### src/hdl/csmp_pkg.sv
`timescale 1ns / 1ps
package csmp_pkg;

  localparam int IDX_W      = 23;
  localparam int HALF_W     = IDX_W - 1;
  localparam int CNT_W      = 24;
  localparam int SPLIT_W    = 10;
  localparam int SEG_W      = 18;
  localparam int COORD_W    = 18;
  localparam int FRAC_BITS  = 16;
  localparam int MAX_SPLIT  = 1023;
  localparam int PROD_W     = HALF_W + 1 + SEG_W;
  localparam int CFG_IDX_W  = 3;
  localparam int CFG_DATA_W = 24;

  localparam logic [COORD_W-1:0] ONE_FIX     = COORD_W'(2 ** FRAC_BITS);
  localparam logic [COORD_W-1:0] NEG_ONE_FIX = COORD_W'(0) - ONE_FIX;
  localparam logic [PROD_W-1:0]  TWO_FIX     = PROD_W'(2 ** (FRAC_BITS + 1));
  localparam logic [IDX_W-1:0]   VERTEX_CNT  = IDX_W'(8);

  // Configuration register indexes.
  localparam logic [CFG_IDX_W-1:0] CFG_POINT_COUNT = 3'd0;
  localparam logic [CFG_IDX_W-1:0] CFG_SPLIT_X     = 3'd1;
  localparam logic [CFG_IDX_W-1:0] CFG_SPLIT_Y     = 3'd2;
  localparam logic [CFG_IDX_W-1:0] CFG_SPLIT_Z     = 3'd3;
  localparam logic [CFG_IDX_W-1:0] CFG_SEGMENT_X   = 3'd4;
  localparam logic [CFG_IDX_W-1:0] CFG_SEGMENT_Y   = 3'd5;
  localparam logic [CFG_IDX_W-1:0] CFG_SEGMENT_Z   = 3'd6;

  typedef enum logic [2:0] {
    RG_VERTEX,
    RG_EDGE_X,
    RG_EDGE_Y,
    RG_EDGE_Z,
    RG_FACE_Z,
    RG_FACE_Y,
    RG_FACE_X
  } region_t;

  typedef struct packed {
    region_t          region;
    logic [IDX_W-1:0] rem_idx;
  } entry_t;

  typedef struct packed {
    logic [SPLIT_W-1:0] x;
    logic [SPLIT_W-1:0] y;
    logic [SPLIT_W-1:0] z;
  } split_t;

  typedef struct packed {
    logic [SEG_W-1:0] x;
    logic [SEG_W-1:0] y;
    logic [SEG_W-1:0] z;
  } segment_t;

  function automatic logic [SPLIT_W-1:0] clamp_split(input logic [SPLIT_W-1:0] s);
    if (32'(s) > MAX_SPLIT) begin
      return SPLIT_W'(MAX_SPLIT);
    end
    return s;
  endfunction

endpackage

### src/hdl/csmp_fifo.sv
`timescale 1ns / 1ps
module csmp_fifo #(
  parameter int DEPTH = 4
) (
  input  logic             clk,
  input  logic             rst_n,
  input  logic             push,
  input  csmp_pkg::entry_t push_data,
  output logic             full,
  input  logic             pop,
  output csmp_pkg::entry_t pop_data,
  output logic             empty
);

  localparam int PTR_W = (DEPTH > 1) ? $clog2(DEPTH) : 1;
  localparam int CNT_W = $clog2(DEPTH + 1);

  csmp_pkg::entry_t   mem_r [DEPTH];
  logic [PTR_W-1:0]   wr_ptr_r, rd_ptr_r;
  logic [CNT_W-1:0]   count_r;

  assign full     = (count_r == CNT_W'(DEPTH));
  assign empty    = (count_r == '0);
  assign pop_data = mem_r[rd_ptr_r];

  always_ff @(posedge clk) begin
    if (push) begin
      mem_r[wr_ptr_r] <= push_data;
    end
  end

  always_ff @(posedge clk) begin
    if (!rst_n) begin
      wr_ptr_r <= '0;
      rd_ptr_r <= '0;
      count_r  <= '0;
    end else begin
      if (push) begin
        wr_ptr_r <= (wr_ptr_r == PTR_W'(DEPTH - 1)) ? '0 : wr_ptr_r + PTR_W'(1);
      end
      if (pop) begin
        rd_ptr_r <= (rd_ptr_r == PTR_W'(DEPTH - 1)) ? '0 : rd_ptr_r + PTR_W'(1);
      end
      if (push && !pop) begin
        count_r <= count_r + CNT_W'(1);
      end else if (pop && !push) begin
        count_r <= count_r - CNT_W'(1);
      end
    end
  end

endmodule

### config.mk
export PLATFORM = sky130hd
export DESIGN_NAME = csmp_fifo
export DESIGN_NICKNAME = d
export VERILOG_FILES = /design/src/hdl/csmp_pkg.sv /design/src/hdl/csmp_fifo.sv
export SDC_FILE = /design/constraint.sdc
export NUM_CORES = 1
export LEC_CHECK = 0
export BUFFER_PORTS_ARGS = -buffer_cell sky130_fd_sc_hd__buf_2
export CAP_MARGIN = 10
export CORE_MARGIN = 4
export CORE_UTILIZATION = 51
export DETAILED_ROUTE_END_ITERATION = 8
export PLACE_DENSITY = 0.78
export SKIP_CTS_REPAIR_TIMING = 1
export SYNTH_ARGS = -nofsm -noshare
export SYNTH_HDL_FRONTEND = slang
export SYNTH_SLANG_ARGS = --single-unit
### constraint.sdc
create_clock -name clk -period 1.7 [get_ports clk]
set_clock_uncertainty 0.2 [all_clocks]
set_input_delay 0.085 -clock clk [delete_from_list [all_inputs] [get_ports clk]]
set_output_delay 0.085 -clock clk [all_outputs]
set_load 0.01 [all_outputs]
== After elaboration in Yosys (flattened, before gate mapping) ==
Memories as Yosys holds them, arrays and structs flattened. A register that Yosys moved wholly into a read port is not among the register bits.
Index checks and enable logic that the tools add are counted.
Operators by class
  add/subtract/negate cells: 4
  equality and inequality tests: 3
  multiplexer cells: 8
  reduce and logical (&&, ||, !) cells: 6
Operator list (number)
  $mux 2: 4
  $mux 3: 2
  $add 2x1->2 const B: 2
  $eq 2x2->1 const B: 2
  $add 3x1->3 const B: 1
  $eq 3x3->1 const B: 1
  $logic_not 3->1: 1
  $sub 3x1->3 const B: 1
  $logic_and 1x1->1: 2
  $logic_not 1->1: 2
  $mux 1: 2
  $reduce_bool 2->1: 1
Word-level totals
  bits in registers: 7
  RAM bits: 104
  input bits: 30
  output and inout port bits: 28
  word-level logic and storage cells: 25
  memories: 1
Memory list
  mem_r: depth 4, bits a word 26, read ports 1, clocked after memory_dff 1, write ports 1, RTL line csmp_fifo.sv:18  | csmp_pkg::entry_t mem_r [DEPTH];

== Logic depth before layout (Yosys ltp) ==
  depth in word-level cells: 4
  mapped depth: 7
  gate-level depth less buffers: 7

== Worst setup path before layout ==
Ideal clock, no wire load.
  path type: register to register
  from: register wr_ptr_r[0]
  to: memory mem_r[3][0] (netlist name), enable pin
  setup time: 385 ps
  arrival time: 1207 ps
  required time: 1115 ps
  path slack: -92 ps
  stages on the path, launching flop included: 3
  buffers on the path: 0
  period minus slack after synthesis: 1792 ps
  cells stage by stage: dfxtp_1 > ha_1 > and2_1
RTL lines
  from (decl): RTL line csmp_fifo.sv:19  | logic [PTR_W-1:0] wr_ptr_r, rd_ptr_r;
  from (signal assigned): RTL line csmp_fifo.sv:39  | wr_ptr_r <= (wr_ptr_r == PTR_W'(DEPTH - 1)) ? '0 : wr_ptr_r + PTR_W'(1);
  to (decl): RTL line csmp_fifo.sv:18
Straight into the memory's write port.

==> metrics.md <==
| Metric | Value |
|---|---|
| Run status | finished, violations left |
| Violated checks | setup timing |
| Number of diodes | 0 |
| Crit path cell chain | clkbuf_16 -> mux4_2 -> buf_6 |
| Uppermost routed layer | met4 |
| Worst skew pair latency | 500 ps |
| Post-Syn Instances | 180 |
| I/O pin count | 58 |
| Crit end category | output port |
| Cell Count, Final, Fillers Out | 408 |
| Relative slew slack | 0.717 |
| Per-cell routed wire length | 18.3 um |
| Mapped cell area | 4260 um^2 |
| Final WL | 7470 um |
| Total gr overflow | 0 |
| Slowest stage delay, CP | 510 ps |
| Final count of hold timing violations | 0 |
| Hold path start | push_data[13] |
| Final net count | 327 |
| First DRT Iteration DRCs | 116 |
| Post-synth top area share | 0.734 |
| Global-route wire length before repair | 11500 um |
| PD cells | 1310 nW/um^2 |
| Die height | 99.3 um |
| Routed Antenna Nets | 0 |
| Sequential fraction of the synthesis area | 0.776 |
| Met2 WL post-DR | 3860 um |
| Metal3 WL | 402 um |
| Max-Cap Viols | 0 |
| Area grow syn2layout | 35.7% |
| Syn_nets | 217 |
| Full die area | 9870 um^2 |
| Layout cells sized above 1 | 0.439 |
| Leak Pwr | 2.06 nW |
| Chip width | 99.3 um |
| IO buf count | 57 |
| Top cell type by total area after synthesis | edfxtp_1 |
| Ys Warns | 0 |
| RSZ-0062 raised after global routing | true |
| #FFs+latches synth | 113 |
| HP Class | in2reg |
| Critical path data required time | 1410 ps |
| Initial antenna violation count | 0 |
| TritonCTS clock tree | built |
| Reg2reg end | count_r[2] |
| Vias/cell | 5.13 |
| Largest cells by area after synthesis | edfxtp_1 (73%), mux4_2 (11%), dfxtp_1 (4.2%) |
| Critical path's slowest cell | mux4_2 |
| Unique masters post-synth | 23 |
| Hold Path Depth | 2 |
| Crit path max fanout | 8 |
| Dpl cells | 345 |
| Period utilisation layout | 1.21 |
| Largest net degree at the start of global routing | 27 |
| All-Layer GR Usage | 0.160 |
| CTS root buffer | clkbuf_8 |
| Worst VDD drop | 0.000794 V |
| Area of the core | 8180 um^2 |
| Worst Tran Pin Value | 425 ps |
| WHS Endpoint | mem_r[3][13] |
| Startpoint Class | register |
| Num Clock Sinks | 113 |
| CTS H-tree depth | 4 |
| Worst reg2reg setup slack | 130 ps |
| Global placer's final weighted congestion | 0.699 |
| Worst-path clk slew | 60 ps |
| Fmax | 486 MHz |
| CTS max path bufs | 2 |
| Setup WS post-layout | -358 ps |
| Row count | 33 |
| Reg2reg path depth | 4 |
| Number of buffers created by CTS | 17 |
| Met1 Routed Length | 3100 um |
| Tmin final | 2060 ps |
| Reg-to-Reg Start | count_r[0] |
| Drt drc | 0 |
| Initial Util | 0.521 |
| Worst path arrival time | 1770 ps |
| Via count | 2095 |
| Max-slew violations | 0 |
| # setup viols final | 27 |
| TNS Setup | -8690 ps |
| DP Wirelength | 4220 um |
| Pre-antenna DRT Iters | 4 |
| Kind of critical path | reg2out |
| Avg Inst Size Synth | 23.6 um^2 |
| Vias in the first global route | 2278 |
[cell usage in the layout, fill, tap and decap left out]
cell / netlist / layout
and2_4: 0 / 3
nor2_1: 1 / 1
ha_1: 6 / 6
edfxtp_1: 104 / 104
and2_2: 0 / 1
clkinv_2: 0 / 1
dfxtp_4: 0 / 1
o21ai_0: 1 / 1
nor3_1: 2 / 2
xor2_1: 1 / 1
buf_6: 1 / 15
bufinv_16: 0 / 4
mux4_2: 20 / 26
mux2i_1: 4 / 4
buf_4: 0 / 5
nor3b_1: 1 / 1
dfxtp_1: 9 / 7
clkinv_4: 0 / 3
dlygate4sd3_1: 0 / 29
clkbuf_16: 0 / 18
buf_12: 2 / 4
buf_2: 2 / 42
a21boi_1: 0 / 1
xnor2_1: 1 / 1
dfxtp_2: 0 / 1
and2_1: 5 / 1
or3_1: 1 / 1
nor2b_1: 5 / 5
clkinvlp_4: 0 / 4
fa_2: 0 / 1
clkbuf_8: 0 / 1
o21a_1: 1 / 1
inv_1: 4 / 4
inv_6: 0 / 3
[report_power, final]
group / total (mW) / switching (mW) / internal, mW
registers: 3.24 / 0.0541 / 3.18
clock network: 3.60 / 1.21 / 2.39
logic: 0.711 / 0.315 / 0.396
[cell families after synthesis]
logic type / after synthesis / share of synthesized area
buffers and inverters: 10 / 0.0191
AOI/OAI and AO/OA: 3 / 0.00470
adders and majority gates: 7 / 0.0223
xor gates and xnor gates: 2 / 0.00412
DFF: 113 / 0.776
muxes: 30 / 0.152
and+or+nand+nor: 15 / 0.0212
[worst max path at each step]
stage | from | endpoint | slack (ps) | depth (start not counted)
after floorplan | count_r[0] | count_r[2] | 90 | 4
after global placement | pop | count_r[2] | -20 | 8
after detailed placement | pop | count_r[2] | -80 | 8
after CTS | register | pop_data[5] | -390 | 3
after global routing | register | pop_data[4] | -420 | 3
final | register | pop_data[4] | -360 | 3
[stage by stage]
step / area [um^2] / worst slack (ps) / utilization / power [mW] / hold slack (ps)
finish: 5770 / -358 / 0.706 / 7.55 / 129
floorplan: 4260 / 90.4 / - / 3.62 / -16.1
detailed placement: 4730 / -78.4 / 0.579 / 3.86 / 101
CTS: 5350 / -393 / 0.655 / 7.47 / -425
global placement: 4730 / -20.9 / 0.579 / 3.84 / 97.0
global route: 5770 / -423 / 0.706 / 7.86 / 114
[synthesized netlist by cell type (all sizes together)]
cell type,count
nor3,2
ha,6
mux4,26
a21boi,1
mux2i,4
or3,1
dfxtp,9
nor3b,1
o21a,1
edfxtp,104
inv,4
clkbuf,1
xnor2,1
buf,5
xor2,1
nor2b,5
o21ai,1
and2,5
fa,1
nor2,1
[cell type report]
class	instances	area [um^2]
Clock buffer	17	414
Fill cell	535	2400
Sequential cell	113	3310
Clock inverter	15	208
Tap cell	105	131
Multi-Input combinational cell	57	860
Timing Repair Buffer	97	837
Inverter	4	15.0
[registers in the layout, summed over array words and instances (netlist names), named ones only]
register / flops
count_r: 3
mem_r: 104
rd_ptr_r: 2
wr_ptr_r: 2
[per-layer routing]
layer / vias to the layer above / track usage
met5: - / 0
met4: 0 / 0.0704
met3: 13 / 0.0589
met2: 67 / 0.256
met1: 1050 / 0.198
li1: 965 / -
[critical path: cells and delay by family, from the launching register on]
family                 cells  cell delay (ps)
buffers and inverters      2              330
flip-flops                 1              420
multiplexers               1              510
Note: power is estimated with default switching activity, not from simulation.
