## src/hdl/csmp_pkg.sv

```systemverilog
`timescale 1ns / 1ps
package csmp_pkg;

  localparam int IDX_W      = 23;
  localparam int HALF_W     = IDX_W - 1;
  localparam int CNT_W      = 24;
  localparam int SPLIT_W    = 10;
  localparam int SEG_W      = 18;
  localparam int COORD_W    = 18;
  localparam int FRAC_BITS  = 16;
  localparam int MAX_SPLIT  = 1023;
  localparam int PROD_W     = HALF_W + 1 + SEG_W;
  localparam int CFG_IDX_W  = 3;
  localparam int CFG_DATA_W = 24;

  localparam logic [COORD_W-1:0] ONE_FIX     = COORD_W'(2 ** FRAC_BITS);
  localparam logic [COORD_W-1:0] NEG_ONE_FIX = COORD_W'(0) - ONE_FIX;
  localparam logic [PROD_W-1:0]  TWO_FIX     = PROD_W'(2 ** (FRAC_BITS + 1));
  localparam logic [IDX_W-1:0]   VERTEX_CNT  = IDX_W'(8);

  // Configuration register indexes.
  localparam logic [CFG_IDX_W-1:0] CFG_POINT_COUNT = 3'd0;
  localparam logic [CFG_IDX_W-1:0] CFG_SPLIT_X     = 3'd1;
  localparam logic [CFG_IDX_W-1:0] CFG_SPLIT_Y     = 3'd2;
  localparam logic [CFG_IDX_W-1:0] CFG_SPLIT_Z     = 3'd3;
  localparam logic [CFG_IDX_W-1:0] CFG_SEGMENT_X   = 3'd4;
  localparam logic [CFG_IDX_W-1:0] CFG_SEGMENT_Y   = 3'd5;
  localparam logic [CFG_IDX_W-1:0] CFG_SEGMENT_Z   = 3'd6;

  typedef enum logic [2:0] {
    RG_VERTEX,
    RG_EDGE_X,
    RG_EDGE_Y,
    RG_EDGE_Z,
    RG_FACE_Z,
    RG_FACE_Y,
    RG_FACE_X
  } region_t;

  typedef struct packed {
    region_t          region;
    logic [IDX_W-1:0] rem_idx;
  } entry_t;

  typedef struct packed {
    logic [SPLIT_W-1:0] x;
    logic [SPLIT_W-1:0] y;
    logic [SPLIT_W-1:0] z;
  } split_t;

  typedef struct packed {
    logic [SEG_W-1:0] x;
    logic [SEG_W-1:0] y;
    logic [SEG_W-1:0] z;
  } segment_t;

  function automatic logic [SPLIT_W-1:0] clamp_split(input logic [SPLIT_W-1:0] s);
    if (32'(s) > MAX_SPLIT) begin
      return SPLIT_W'(MAX_SPLIT);
    end
    return s;
  endfunction

endpackage

```

## src/hdl/csmp_front.sv

```systemverilog
`timescale 1ns / 1ps
module csmp_front (
  input  logic                              clk,
  input  logic                              rst_n,
  input  logic                              in_valid,
  output logic                              in_ready,
  input  logic [csmp_pkg::IDX_W-1:0]        in_idx,
  input  logic                              cfg_write,
  input  logic [csmp_pkg::CNT_W-1:0]        point_count,
  input  csmp_pkg::split_t                  splits,
  output logic                              push,
  output csmp_pkg::entry_t                  push_data,
  input  logic                              queue_full
);

  localparam int PW = 2 * csmp_pkg::SPLIT_W;
  localparam int IW = csmp_pkg::IDX_W;

  // Region boundaries derived from the split counts, three register stages deep.
  logic [PW-1:0]                 prod_xy_r, prod_xz_r;
  logic [csmp_pkg::IDX_W-1:0]    b2_r, b3_r, b4_r, face_z_r, face_zy_r;
  logic [csmp_pkg::IDX_W-1:0]    b4_d_r, b2_d_r, b3_d_r, b5_r, b6_r;
  logic [1:0]                    settle_r;

  logic                          s1_vld_r, s2_vld_r;
  logic [csmp_pkg::IDX_W-1:0]    s1_idx_r, s2_idx_r;
  logic [5:0]                    s2_ge_r;
  logic [5:0]                    ge;
  logic                          keep;
  logic                          adv;
  csmp_pkg::region_t             region;
  logic [csmp_pkg::IDX_W-1:0]    base;

  always_ff @(posedge clk) begin
    prod_xy_r <= PW'(splits.x) * PW'(splits.y);
    prod_xz_r <= PW'(splits.x) * PW'(splits.z);
    b2_r      <= csmp_pkg::VERTEX_CNT + IW'({splits.x, 2'b00});
    b3_r      <= csmp_pkg::VERTEX_CNT + IW'({splits.x, 2'b00}) + IW'({splits.y, 2'b00});
    b4_r      <= csmp_pkg::VERTEX_CNT + IW'({splits.x, 2'b00}) + IW'({splits.y, 2'b00})
                 + IW'({splits.z, 2'b00});
    face_z_r  <= IW'({prod_xy_r, 1'b0});
    face_zy_r <= IW'({prod_xy_r, 1'b0}) + IW'({prod_xz_r, 1'b0});
    b2_d_r    <= b2_r;
    b3_d_r    <= b3_r;
    b4_d_r    <= b4_r;
    b5_r      <= b4_r + face_z_r;
    b6_r      <= b4_r + face_zy_r;
  end

  // New items wait until the boundaries reflect the latest register write.
  always_ff @(posedge clk) begin
    if (!rst_n) begin
      settle_r <= 2'd3;
    end else if (cfg_write) begin
      settle_r <= 2'd3;
    end else if (settle_r != 2'd0) begin
      settle_r <= settle_r - 2'd1;
    end
  end

  assign push     = s2_vld_r && !queue_full;
  assign adv      = !s2_vld_r || !queue_full;
  assign in_ready = adv && (settle_r == 2'd0);

  assign keep  = (point_count >= csmp_pkg::CNT_W'(8)) &&
                 ({1'b0, s1_idx_r} < point_count);
  assign ge[0] = s1_idx_r >= csmp_pkg::VERTEX_CNT;
  assign ge[1] = s1_idx_r >= b2_d_r;
  assign ge[2] = s1_idx_r >= b3_d_r;
  assign ge[3] = s1_idx_r >= b4_d_r;
  assign ge[4] = s1_idx_r >= b5_r;
  assign ge[5] = s1_idx_r >= b6_r;

  always_ff @(posedge clk) begin
    if (!rst_n) begin
      s1_vld_r <= 1'b0;
      s2_vld_r <= 1'b0;
    end else if (adv) begin
      s1_vld_r <= in_valid && in_ready;
      s2_vld_r <= s1_vld_r && keep;
    end
  end

  always_ff @(posedge clk) begin
    if (adv) begin
      s1_idx_r <= in_idx;
      s2_idx_r <= s1_idx_r;
      s2_ge_r  <= ge;
    end
  end

  // Boundaries never decrease, so the compare flags form a thermometer code.
  always_comb begin
    if (s2_ge_r[5]) begin
      region = csmp_pkg::RG_FACE_X;
      base   = b6_r;
    end else if (s2_ge_r[4]) begin
      region = csmp_pkg::RG_FACE_Y;
      base   = b5_r;
    end else if (s2_ge_r[3]) begin
      region = csmp_pkg::RG_FACE_Z;
      base   = b4_d_r;
    end else if (s2_ge_r[2]) begin
      region = csmp_pkg::RG_EDGE_Z;
      base   = b3_d_r;
    end else if (s2_ge_r[1]) begin
      region = csmp_pkg::RG_EDGE_Y;
      base   = b2_d_r;
    end else if (s2_ge_r[0]) begin
      region = csmp_pkg::RG_EDGE_X;
      base   = csmp_pkg::VERTEX_CNT;
    end else begin
      region = csmp_pkg::RG_VERTEX;
      base   = '0;
    end
  end

  assign push_data.region  = region;
  assign push_data.rem_idx = s2_idx_r - base;

endmodule

```

## config.mk

```make
export PLATFORM = sky130hd
export DESIGN_NAME = csmp_front
export DESIGN_NICKNAME = d
export VERILOG_FILES = /design/src/hdl/csmp_pkg.sv /design/src/hdl/csmp_front.sv
export SDC_FILE = /design/constraint.sdc
export NUM_CORES = 1
export LEC_CHECK = 0
export ABC_AREA = 1
export BUFFER_PORTS_ARGS = -buffer_cell sky130_fd_sc_hd__buf_2
export CAP_MARGIN = 0
export CORE_MARGIN = 10
export CORE_UTILIZATION = 37
export DETAILED_ROUTE_END_ITERATION = 12
export HOLD_SLACK_MARGIN = 0.15
export SLEW_MARGIN = 30
export SYNTH_ARGS = -nofsm -noshare
export SYNTH_HDL_FRONTEND = slang
export SYNTH_SLANG_ARGS = --single-unit
```

## constraint.sdc

```tcl
create_clock -name clk -period 4.9 [get_ports clk]
set_input_delay 0.245 -clock clk [delete_from_list [all_inputs] [get_ports clk]]
set_output_delay 0.245 -clock clk [all_outputs]
set_load 0.05 [all_outputs]
```

Word-level counts from Yosys, hierarchy flattened:

Index checks and enable logic that the tools add are counted.

* register bits: 268
* input bits: 82
* output and inout bits: 28
* logic and storage cells: 60

* add/sub/neg operators: 8
* multiply operators: 2
* $lt $le $gt $ge: 8
* mux-type cells: 12
* bitwise logic cells: 1
* reduce and logical (&&, ||, !) cells: 11

Operator list (number)
* $ge 23x23->1: 2
* $mux 23: 2
* $mul 10x10->20: 2
* $ge 24x4->1 const B: 1
* $lt 23x24->1: 1
* $add 15x22->23: 1
* $ge 23x13->1: 1
* $ge 23x14->1: 1
* $ge 23x15->1: 1
* $ge 23x4->1 const B: 1
* $sub 23x23->23: 1
* $add 15x21->22: 1
* $add 21x21->22: 1
* $add 14x12->15: 1
* $mux 15: 1
* $add 13x12->14: 1
* $mux 14: 1
* $add 4x12->13 const A: 1
* $mux 13: 1
* $mux 3: 3
* $logic_and 1x1->1: 5
* $mux 2: 2
* $mux 4: 1
* $logic_not 1->1: 2
* 7 further kinds: 7

Longest topological paths before layout:

* depth after elaboration: 7
* gate-level depth with buffers: 22
* gate-level depth less buffers: 21

Worst setup path before layout:

Ideal clock, no wire load.

* kind: input to register
* start: in splits[20] in the netlist's numbering
* end: reg prod_xz_r[14]
* setup time: 0.123 ns
* arrival time: 4.679 ns
* required time: 4.777 ns
* slack: 0.098 ns
* stages: 18
* path buffers: 2
* cells stage by stage: clkbuf_1 -> buf_1 -> nand2_1 -> fa_1 -> fa_1 -> inv_1 -> fa_1 -> fa_1 -> inv_1 -> fa_1 -> inv_1 -> ha_1 -> a21oi_1 -> a21boi_0 -> nand2_1 -> nand2_1 -> o21bai_1 -> xor2_1

* cells in the longest elaborated chain, start to end: 1

Ends and longest elaborated chain
* start, declared: RTL line csmp_front.sv:10 `input csmp_pkg::split_t splits,`
* $mul 10x10->20: RTL line csmp_front.sv:36 `prod_xz_r <= PW'(splits.x) * PW'(splits.z);`
* end signal, assigned: RTL line csmp_front.sv:36
* end, declared: RTL line csmp_front.sv:20 `logic [PW-1:0] prod_xy_r, prod_xz_r;`

No other way between the ends.
A chain may end at the register's enable or synchronous reset.

Worst setup path after layout:

Same ends and word-level chain as after synthesis.

==> impl_metrics.yaml <==
clocking:
  root_buffer: "clkbuf_16"
  clk_pin_slew_ns: 0.06
  clk_latency_ns: 0.56
  cts_tree: "yes"
  cts.sinks: 252
  cts_buffers: 28
  cts_setup_buffers: 0
  clockBufferDepth: 3
  h-tree-depth: 1
timing:
  rsz0062_at_grt: "yes"
  tns_ns: 0
  setup_viol: 0
  post-route-min-period_ns: 4.651
  fin_skew_ns: 0.02269
  finalHoldViolCount: 0
  finalCritPeriodShare: 0.9491
  tightestPinTransition_ns: 0.8024
  fmax_ghz: 0.2150
  maxSlewViolCount: 0
  hold_ws_ns: 0.1827
  relSlewSlack: 0.4631
placement:
  dp_cells: 3454
  dp_hpwl_mm: 50.94
  placed_area_um2: 22330
  place.gp.congestion: 0.8954
  io_buffers: 109
setup_path:
  end_kind: "flip-flop"
  rr_endpoint: "s2_vld_r"
  critPathKind: "primary input to flip-flop"
  ff2ff_path_depth: 9
  worstPathRequired_ns: 5.33
  cp-start-kind: "primary input"
  path_max_fanout: 5
  cp_data_arrival_time_ns: 5.08
  reg2reg_from: "s1_idx_r[14]"
  r2r_slack_ns: 2.33
synthesis:
  synthAdderAreaFrac: 0.3071
  ys_types: 50
  syn_inst: 2609
  synthTopCellsByCount: "590 x nand2_1, 514 x inv_1, 301 x ha_1"
  synth_seq_cells: 252
  synth_xor_xnor_area_share: 0.04815
  yosys.area.top_type: "dfxtp_1"
  synth-simple-area-share: 0.1818
  ys_seq_area_frac: 0.2684
  syn-num-nets: 3122
  synth_edf_count: 52
  ys.flop_type: "dfxtp_1"
  synth_top_family_by_area: "adder cells"
  synth.area.top_cells: "dfxtp_1 19%, ha_1 18%, fa_1 13%"
  synth_warnings: 0
  syn_area_um2: 20740
  syn_avg_cell_area_um2: 7.948
  muxShareOfSynthArea: 0
  yosysTopAreaCellShare: 0.1931
  synth_compound_area_frac: 0.09190
  synth.most_common_cell: "nand2_1"
  async_reset_ff_frac: 0
power:
  max-vdd-ir-drop_mv: 0.5680
  p_comb_frac: 0.627
  p_int_mw: 7.385
  cellPowerDensity_nw_per_um2: 623.3
  p_sw_frac: 0.4986
  share_seq_of_total_power: 0.225
  p_switching_mw: 7.344
  p_leak_nw: 12.89
  power.clock.fraction: 0.148
layout:
  drive_gt1_frac: 0.07458
  post-route-util: 0.4272
  post_layout_nonfiller_instances: 3537
  diodes: 0
  fin_area_um2: 23630
  fillers: 5652
  syn_to_final_growth_pct: 13.96
  final_nets: 3281
floorplanning:
  dieHeight_um: 256.7
  rows: 86
  core_um2: 55310
  start_util: 0.3749
  pin_count: 110
  dieArea_um2: 65910
  dieWidth_um: 256.7
route:
  drc: 0
  via_per_inst: 4.900
  ant_nets: 0
  drtIter0Drc: 941
  routed_wl_mm: 61.11
  post_drt_wl_per_cell_um: 17.28
  detailroute.via_count: 17330
  first_pass_iters: 5
run:
  cap_violations: 0
global_routing:
  overflow: 0
  grt_use_met3: 0.02092
  busiest_layer: "met2"
  grt_use_met1: 0.2186
  grtUsageTotal: 0.1834
  grt_antenna_before_repair: 0
  grt_pass1_wl_mm: 97.10
  met2_usage: 0.3335
  grt_pass1_vias: 18040
  grt_max_degree: 36
worst_hold_path:
  hp-start: "splits[10]"
  holdPathEnd: "b3_r[2]"
  min_path_type: "primary input to flip-flop"
  hold_path_depth: 2
status:
  outcome: "complete, no violations"
-- per-layer routing --
metal  vias up  wire length [µm]  part of all wire
met5         -                 0                 0
met2       404             30330              0.50
li1       8642                 -                 -
met3       123              2440             0.040
met1      8162             26120              0.43
met4         0              2211             0.036
-- worst max-delay path, cell delays in order --
cell,delay [ns]
dlygate4sd3_1,0.53
buf_2,0.17
nand2_1,0.09
fa_1,0.52
fa_1,0.56
inv_1,0.06
fa_1,0.55
fa_1,0.56
inv_1,0.06
fa_1,0.53
inv_1,0.05
ha_1,0.36
a21oi_2,0.18
a21boi_0,0.20
nand2_1,0.12
nand2_1,0.09
o21bai_1,0.07
xor2_1,0.15
-- kinds of logic after synthesis --
family          count (synthesis)
simple gates                  914
buf+inv                       566
compound gates                332
xor+xnor                      114
flops                         252
fa+ha+maj                     431
-- cell usage in the layout (no fill, tap or decap), types with 4 or more instances in the layout --
cell and count:
o21ai_1 8, o21ai_0 75, clkbuf_8 4, a211oi_1 7, xor2_1 81, inv_1 514
nand4_1 36, o221ai_1 10, o21a_1 7, a31oi_1 7, a21boi_0 4, a21oi_1 152
a22oi_1 7, nor4_1 11, ha_1 301, dfxtp_1 200, buf_4 36, nor3_1 29
o21bai_1 11, o211ai_1 4, nand3_1 93, o22ai_1 11, xnor2_1 33, dlygate4sd3_1 32
buf_2 108, nor2_1 136, a21o_1 12, clkbuf_16 30, nand2_1 589, nand3b_1 7
a21boi_1 4, fa_1 130, edfxtp_1 52
-- power groups by stage --
stage | registers (mW) | logic, mW | clock network, mW
after floorplan | 3.10 | 6.83 | 0
after global placement | 3.37 | 9.14 | 0
after detailed placement | 3.38 | 9.21 | 0
after CTS | 3.33 | 9.29 | 2.23
after global routing | 3.37 | 10.4 | 2.32
final | 3.31 | 9.24 | 2.18
-- cell type report --
| cell class | instances | area (µm²) | area share |
|---|---|---|---|
| Tap cell | 748 | 935.9 | 0.03961 |
| Multi-Input combinational cell | 1791 | 13060 | 0.5525 |
| Timing Repair Buffer | 178 | 1159 | 0.04903 |
| Clock inverter | 15 | 161.4 | 0.006830 |
| Inverter | 517 | 1941 | 0.08212 |
| Sequential cell | 252 | 5565 | 0.2355 |
| Clock buffer | 36 | 813.3 | 0.03442 |
-- worst max-delay path by stage --
stage               start             to  slack [ns]  depth (start not counted)
4_1_cts        splits[20]  prod_xz_r[14]        0.25                         18
3_5_place_dp   splits[23]  prod_xz_r[14]        0.04                         17
2_1_floorplan  splits[20]  prod_xz_r[14]         0.1                         18
6_report       splits[20]  prod_xz_r[14]        0.25                         18
5_1_grt        splits[27]  prod_xz_r[19]       -0.03                         22
3_3_place_gp   splits[23]  prod_xz_r[14]        0.09                         17
-- stage by stage --
stage / total power, mW / setup slack (ns)
CTS: 14.85 / 0.2452
finish: 14.73 / 0.2494
detailed placement: 12.59 / 0.04026
floorplan: 9.926 / 0.09796
global placement: 12.51 / 0.08781
global route: 16.13 / -0.03091
-- flip-flops by register name (all words and copies together) (netlist names), 12 cells and up --
| register | count |
|---|---|
| s1_idx_r | 23 |
| s2_idx_r | 23 |
| b6_r | 22 |
| b5_r | 21 |
| face_zy_r | 21 |
| face_z_r | 20 |
| prod_xy_r | 20 |
| prod_xz_r | 20 |
| b4_d_r | 13 |
| b4_r | 13 |
| b3_d_r | 12 |
| b3_r | 12 |
-- what timing repair did --
action | 4_1_cts | 5_1_grt
hold endpoints to repair | 30 | 0
resized for setup | 0 | 3
hold buffers | 32 | 0
endpoints found under the setup margin | 0 | 5
Note: power is estimated with default switching activity, not from simulation.
